`src/hdl/lpfs_pkg.sv`:
```
package lpfs_pkg;

    localparam int unsigned BYTE_W  = 8;
    localparam int unsigned WORD_W  = 32;
    localparam logic [WORD_W-1:0] HDR_BYTES = 32'd4;
    localparam logic [WORD_W-1:0] ID_END    = 32'd8;

    typedef struct packed {
        logic                frame_malformed;
        logic                frame_last;
        logic [WORD_W-1:0]   message_id;
        logic [WORD_W-1:0]   declared_length;
        logic [WORD_W-1:0]   frame_offset;
        logic [BYTE_W-1:0]   out_byte;
    } t_item;

endpackage

```
`src/hdl/length_prefixed_frame_splitter_core.sv`:
```
// Cuts a byte stream into frames that each open with a 4-byte big-endian
// length (counting the whole frame) followed by a 4-byte big-endian message
// id. Every input item is one byte and yields one output item carrying the
// byte, its offset in the frame, the declared length, the message id, tlast
// on the closing byte, and tuser on the closing byte of a frame whose length
// is below 8, which closes at its fourth byte. The block takes one byte per
// clock cycle while s_tready is high; the frame state loop in the front
// stage settles each byte in that cycle, and a queue of QUEUE_DEPTH items
// plus one output register lets input and output stall independently.
// From input to output each byte passes through the queue and then the
// output register.
module length_prefixed_frame_splitter_core
    import lpfs_pkg::*;
#(
    parameter int unsigned QUEUE_DEPTH = 4
) (
    input  logic                       i_clk,
    input  logic                       i_rst_n,
    input  logic                       s_tvalid,
    output logic                       s_tready,
    input  logic [BYTE_W-1:0]          s_tdata,   // byte_value
    output logic                       m_tvalid,
    input  logic                       m_tready,
    // out_byte, frame_offset, declared_length, message_id
    output logic [BYTE_W+3*WORD_W-1:0] m_tdata,
    output logic                       m_tlast,
    output logic                       m_tuser    // frame_malformed
);

    logic  push;
    logic  space;
    logic  avail;
    logic  pop;
    t_item front_item;
    t_item head_item;

    lpfs_front u_front (
        .i_clk   (i_clk),
        .i_rst_n (i_rst_n),
        .i_valid (s_tvalid),
        .i_byte  (s_tdata),
        .i_space (space),
        .o_ready (s_tready),
        .o_push  (push),
        .o_item  (front_item)
    );

    lpfs_queue #(
        .DEPTH (QUEUE_DEPTH)
    ) u_queue (
        .i_clk   (i_clk),
        .i_rst_n (i_rst_n),
        .i_push  (push),
        .i_item  (front_item),
        .o_space (space),
        .i_pop   (pop),
        .o_avail (avail),
        .o_item  (head_item)
    );

    lpfs_back u_back (
        .i_clk      (i_clk),
        .i_rst_n    (i_rst_n),
        .i_avail    (avail),
        .i_item     (head_item),
        .o_pop      (pop),
        .o_m_tvalid (m_tvalid),
        .i_m_tready (m_tready),
        .o_m_tdata  (m_tdata),
        .o_m_tlast  (m_tlast),
        .o_m_tuser  (m_tuser)
    );

endmodule

```
`src/hdl/lpfs_front.sv`:
```
module lpfs_front
    import lpfs_pkg::*;
(
    input  logic              i_clk,
    input  logic              i_rst_n,
    input  logic              i_valid,
    input  logic [BYTE_W-1:0] i_byte,
    input  logic              i_space,
    output logic              o_ready,
    output logic              o_push,
    output t_item             o_item
);

    logic [WORD_W-1:0] r_offset;
    logic [WORD_W-1:0] r_length;
    logic [WORD_W-1:0] r_id;
    logic [WORD_W-1:0] n_length;
    logic [WORD_W-1:0] n_id;
    logic [WORD_W:0]   next_count;
    logic              take;
    logic              last;
    logic              bad;

    assign o_ready = i_space;
    assign take    = i_valid && i_space;
    assign o_push  = take;
    assign next_count = {1'b0, r_offset} + {{WORD_W{1'b0}}, 1'b1};

    always_comb begin
        n_length = r_length;
        n_id     = r_id;
        if (r_offset < HDR_BYTES) begin
            if (r_offset == '0) begin
                n_length = {{(WORD_W-BYTE_W){1'b0}}, i_byte};
            end else begin
                n_length = {r_length[WORD_W-BYTE_W-1:0], i_byte};
            end
        end else if (r_offset < ID_END) begin
            if (r_offset == HDR_BYTES) begin
                n_id = {{(WORD_W-BYTE_W){1'b0}}, i_byte};
            end else begin
                n_id = {r_id[WORD_W-BYTE_W-1:0], i_byte};
            end
        end
        bad  = 1'b0;
        last = 1'b0;
        if (r_offset == HDR_BYTES - 32'd1 && n_length < ID_END) begin
            bad  = 1'b1;
            last = 1'b1;
        end else if (r_offset >= HDR_BYTES && next_count >= {1'b0, n_length}) begin
            last = 1'b1;
        end
    end

    always_comb begin
        o_item.out_byte        = i_byte;
        o_item.frame_offset    = r_offset;
        o_item.declared_length = n_length;
        o_item.message_id      = n_id;
        o_item.frame_last      = last;
        o_item.frame_malformed = bad;
    end

    always_ff @(posedge i_clk) begin
        if (!i_rst_n) begin
            r_offset <= '0;
            r_length <= '0;
            r_id     <= '0;
        end else if (take) begin
            if (last) begin
                r_offset <= '0;
                r_length <= '0;
                r_id     <= '0;
            end else begin
                r_offset <= next_count[WORD_W-1:0];
                r_length <= n_length;
                r_id     <= n_id;
            end
        end
    end

endmodule

```
`src/hdl/lpfs_queue.sv`:
```
module lpfs_queue
    import lpfs_pkg::*;
#(
    parameter int unsigned DEPTH = 4
) (
    input  logic  i_clk,
    input  logic  i_rst_n,
    input  logic  i_push,
    input  t_item i_item,
    output logic  o_space,
    input  logic  i_pop,
    output logic  o_avail,
    output t_item o_item
);

    localparam int unsigned PTR_W = (DEPTH > 1) ? $clog2(DEPTH) : 1;
    localparam int unsigned CNT_W = $clog2(DEPTH + 1);
    localparam logic [PTR_W-1:0] LAST_PTR = PTR_W'(DEPTH - 1);
    localparam logic [CNT_W-1:0] FULL_CNT = CNT_W'(DEPTH);

    t_item            r_slot [DEPTH];
    logic [PTR_W-1:0] r_wr;
    logic [PTR_W-1:0] r_rd;
    logic [CNT_W-1:0] r_count;
    logic             do_push;
    logic             do_pop;

    assign o_space = (r_count != FULL_CNT);
    assign o_avail = (r_count != '0);
    assign o_item  = r_slot[r_rd];
    assign do_push = i_push && o_space;
    assign do_pop  = i_pop && o_avail;

    always_ff @(posedge i_clk) begin
        if (do_push) begin
            r_slot[r_wr] <= i_item;
        end
    end

    always_ff @(posedge i_clk) begin
        if (!i_rst_n) begin
            r_wr    <= '0;
            r_rd    <= '0;
            r_count <= '0;
        end else begin
            if (do_push) begin
                r_wr <= (r_wr == LAST_PTR) ? '0 : r_wr + PTR_W'(1);
            end
            if (do_pop) begin
                r_rd <= (r_rd == LAST_PTR) ? '0 : r_rd + PTR_W'(1);
            end
            if (do_push && !do_pop) begin
                r_count <= r_count + CNT_W'(1);
            end else if (do_pop && !do_push) begin
                r_count <= r_count - CNT_W'(1);
            end
        end
    end

endmodule

```
`src/hdl/lpfs_back.sv`:
```
module lpfs_back
    import lpfs_pkg::*;
(
    input  logic                  i_clk,
    input  logic                  i_rst_n,
    input  logic                  i_avail,
    input  t_item                 i_item,
    output logic                  o_pop,
    output logic                  o_m_tvalid,
    input  logic                  i_m_tready,
    output logic [BYTE_W+3*WORD_W-1:0] o_m_tdata,
    output logic                  o_m_tlast,
    output logic                  o_m_tuser
);

    logic  r_valid;
    t_item r_item;
    logic  load;

    assign load  = i_avail && (!r_valid || i_m_tready);
    assign o_pop = load;

    always_ff @(posedge i_clk) begin
        if (!i_rst_n) begin
            r_valid <= 1'b0;
        end else if (load) begin
            r_valid <= 1'b1;
        end else if (i_m_tready) begin
            r_valid <= 1'b0;
        end
    end

    always_ff @(posedge i_clk) begin
        if (load) begin
            r_item <= i_item;
        end
    end

    assign o_m_tvalid = r_valid;
    assign o_m_tdata  = {r_item.message_id, r_item.declared_length,
                         r_item.frame_offset, r_item.out_byte};
    assign o_m_tlast  = r_item.frame_last;
    assign o_m_tuser  = r_item.frame_malformed;

endmodule
```
`config.mk`:
```
export PLATFORM = sky130hd
export DESIGN_NAME = length_prefixed_frame_splitter_core
export DESIGN_NICKNAME = d
export VERILOG_FILES = /design/src/hdl/lpfs_pkg.sv /design/src/hdl/length_prefixed_frame_splitter_core.sv /design/src/hdl/lpfs_front.sv /design/src/hdl/lpfs_queue.sv /design/src/hdl/lpfs_back.sv
export SDC_FILE = /design/constraint.sdc
export NUM_CORES = 1
export LEC_CHECK = 0
export BUFFER_PORTS_ARGS = -buffer_cell sky130_fd_sc_hd__buf_2
export CAP_MARGIN = 25
export CORE_ASPECT_RATIO = 1.75
export CORE_MARGIN = 3
export CORE_UTILIZATION = 24
export DETAILED_ROUTE_END_ITERATION = 16
export SYNTH_ARGS = -nofsm -noshare
export SYNTH_HDL_FRONTEND = slang
export SYNTH_SLANG_ARGS = --single-unit
```
`constraint.sdc`:
```
create_clock -name i_clk -period 8.9 [get_ports i_clk]
set_clock_uncertainty 0.1 [all_clocks]
set_input_delay 2.225 -clock i_clk [delete_from_list [all_inputs] [get_ports i_clk]]
set_output_delay 2.225 -clock i_clk [all_outputs]
set_load 0.02 [all_outputs]
```
==> metrics.md <==
| Metric | Value |
|---|---|
| Setup bufs post-CTS | 0 |
| Design internal power | 5.877 mW |
| Wire length of the first global-routing pass | 87,560 um |
| # clock sinks | 634 |
| Number of remaining DRC errors | 0 |
| Ys async rst share | 0% |
| WL/cell | 19.57 um |
| Half-perimeter wire length after placement | 39,240 um |
| Clock-pin slew on the worst setup and hold paths | 0.07 ns |
| Clock share of power | 29.7% |
| Height of the die | 431.5 um |
| DRT iter0 DRCs | 768 |
| Die extent in x | 249.1 um |
| Hold Path Depth | 2 |
| IO Port Bufs | 119 |
| P&R area growth vs syn | 16.25% |
| Count of antenna-violating nets left after detailed routing | 0 |
| Net count, final | 1,651 |
| Slew at the pin closest to its max-slew limit | 1.059 ns |
| CP startpoint kind | flop |
| Number of instances in the synthesized netlist | 1,471 |
| Vias per std cell | 4.285 |
| Path class of the lowest-slack min-delay path | flop to flop |
| Crit Path Max Fanout | 46 |
| Final setup violating endpoints | 0 |
| Final non-filler cell total | 2,980 |
| Layout cell share with drive strength beyond 1 | 22.81% |
| Final cycle utilization of the critical path | 68.47% |
| Number of antenna violations at the first check in global routing | 2 |
| Total Neg Setup Slack | 0 ns |
| Power per cell area | 288.7 mW/mm2 |
| Required time at the worst-slack endpoint | 9.30 ns |
| Leak | 10.25 nW |
| Leading cell type in the layout, fill and taps excluded | edfxtp_1 |
| Number of cells in the design after placement | 2,875 |
| Cell variety after synth | 54 |
| WHS | 0.3548 ns |
| Setup Crit Path Kind | flop to flop |
| Worst-Skew Late Latency | 0.62 ns |
| FF-to-FF setup slack | 2.81 ns |
| Maximum count of clock buffers along a single path | 3 |
| Total count of hold-check failures in the final report | 0 |
| Slew margin rel. | 29.43% |
| Combined global-route utilization of all metal layers | 10.69% |
| Per-instance average area after synthesis | 16.88 um2 |
| Vias in the first global route | 13.61k |
| Vias | 12.77k |
| Top-Level Pins | 120 |
| Die Footprint | 0.1075 mm2 |
| Hold-critical path endpoint | u_front.r_id[29] |
| Largest net degree at the start of global routing | 88 |
| Number of buffers created by CTS | 54 |
| Routability-driven placement congestion ratio | 0.8345 |
| Number of H-tree levels | 2 |
| Portion of total power attributed to combinational logic | 21.7% |
| EDFF count, synth | 530 |
| Worst hold start | u_front.r_id[29] |
| Net count of the mapped netlist | 1,524 |
| Register area share after synthesis | 72.49% |
| Final count of pins violating max slew | 0 |
| Site row count | 155 |
| Area of the placeable core | 0.1024 mm2 |
| Startpoint of the worst register-to-register path | u_front.r_offset[24] |
| Fill cell count | 10.23k |
| Setup repair after global routing missed its margin | no |
| Share of power burned in registers | 48.6% |
| Aggregate routed wire length | 58,320 um |
| Cts hold-fix bufs | 0 |
| CTS root buffer | clkbuf_16 |
| Initial Utilization | 24.24% |
| Most used cells in the layout excluding fill and tap cells | 530 x edfxtp_1, 136 x nand2_1, 119 x buf_2 |
| Minimum clock period after layout | 6.094 ns |
| IR drop worst, VDD | 0.1349 mV |
| R2R depth | 15 |
| Total congestion overflow | 0 |
| Resize count post-CTS | 0 |
| Number of flip-flops and latches in the synthesized netlist | 634 |
| First-pass iteration count of the detailed router | 5 |
| Terminus of the critical flop-to-flop path | u_front.r_id[5] |
| Flip-flop cell with the highest count after synthesis | edfxtp_1 |
| TritonCTS clock tree | built |
| Switching part of the total | 29.47% |
| Max-cap viol count | 0 |
| Critical path capture point type | flop |
| Synth warn | 0 |
| Combined area of all synthesized cells | 0.02483 mm2 |
| Net switching power | 2.455 mW |
| Highest Clock Rate | 0.1641 GHz |
| Outcome | completed |
| Data arrival at the endpoint of the critical path | 6.50 ns |
[worst max-delay path, cell delays in order, from the launching register on]
cell	delay, ns
dfxtp_1	0.40
or4_1	0.57
or4_1	0.47
nor3_4	0.48
buf_4	0.51
mux2i_1	0.44
ha_1	0.32
a21o_1	0.17
a221o_1	0.33
a221oi_1	0.49
a21boi_0	0.20
a211oi_2	0.49
o211ai_4	0.14
buf_12	0.21
buf_4	0.35
o21ai_0	0.27
[per-layer routing]
metal,global-route usage [%],wire (um),vias to the layer above
li1,-,-,5833
met1,11.23,20940,6553
met2,20.72,32480,273
met3,1.770,2349,109
met4,4.732,2532,2
met5,0,16,-
[worst max path at each step]
stage,start,end,slack (ns),depth (start not counted)
global route,u_front.r_offset[24],u_front.r_offset[23],2.49,15
detailed placement,u_front.r_offset[24],u_front.r_id[5],2.62,14
global placement,u_front.r_offset[24],u_front.r_offset[26],2.78,14
finish,u_front.r_offset[24],u_front.r_id[5],2.81,15
CTS,u_front.r_offset[24],u_front.r_id[5],2.57,14
floorplan,m_tready,u_queue.r_count[2],2.13,9
[final cells by class]
cell class	count	area (um2)	area share (%)
diodes	2	5.005	0.01734
flip-flops and latches	634	18000	62.38
well taps	1334	1669	5.783
multi-input cells	675	6212	21.52
clock buffers	70	1473	5.103
inverters	98	367.9	1.275
clock inverters	32	376.6	1.305
repair buffers	135	753.2	2.610
[power by group through the flow]
stage                     Sequential, mW  Combinational [mW]  Clock [mW]
after floorplan                     4.36               0.915           0
after global placement              4.12                1.88           0
after detailed placement            4.13                1.88           0
after CTS                           4.07                1.90        2.55
after global routing                4.12                1.97        2.65
final                               4.05                1.81        2.47
[cell families (layout without fill, tap and decap cells)]
| group | after synthesis | count (layout) | share of synthesized area, % |
|---|---|---|---|
| buffers and inverters | 162 | 335 | 2.681 |
| adder cells (fa/ha/maj) | 41 | 41 | 2.097 |
| other | 0 | 2 | 0 |
| XOR/XNOR | 38 | 38 | 1.341 |
| multiplexers | 148 | 148 | 11.31 |
| AND/OR/NAND/NOR | 288 | 288 | 5.781 |
| flip-flops | 634 | 634 | 72.49 |
| AO/OA/AOI/OAI | 160 | 160 | 4.299 |
[metrics by stage]
| stage | power, mW | instance area [um2] | utilization [%] | worst slack (ns) |
|---|---|---|---|---|
| 4_1_cts | 8.525 | 28840 | 28.16 | 2.569 |
| 5_1_grt | 8.732 | 28860 | 28.18 | 2.495 |
| 3_5_place_dp | 6.013 | 26990 | 26.36 | 2.624 |
| 6_report | 8.332 | 28860 | 28.19 | 2.806 |
| 2_1_floorplan | 5.279 | 24830 | - | 2.126 |
| 3_3_place_gp | 6.002 | 26950 | 26.32 | 2.781 |
[synth_stat cells, drive strengths merged, types with 2 or more instances]
cell    instances  share of area (%)
a211oi          7               0.23
a21o            5               0.15
a21oi          16               0.32
and2            5               0.13
and3           18               0.45
and4            9               0.32
buf            21               0.52
clkbuf         43               0.68
clkinv          2              0.030
dfxtp         104                8.4
edfxtp        530                 64
ha             40                2.0
inv            96                1.5
mux2i          42                1.7
mux4          106                9.6
nand2         136                2.1
nand2b         25               0.63
nand3           8               0.16
nand4          11               0.28
nor2           22               0.33
nor2b          25               0.63
nor3            7               0.16
nor4           12               0.30
nor4b           2              0.071
o211ai          2               0.12
o21a           24               0.73
o21ai          95                2.4
o22ai           2              0.050
or3             2              0.050
or4             3              0.091
xnor2          19               0.67
xor2           19               0.67
[registers in the layout, indices dropped and copies added, names as in the netlist, 2 cells and up]
signal,count
u_back.o_m_tdata,104
u_front.r_id,32
u_front.r_length,32
u_front.r_offset,32
u_queue.r_count,3
u_queue.r_rd,2
u_queue.r_slot,424
u_queue.r_wr,2
No activity file was read; power rests on OpenSTA's default activity.
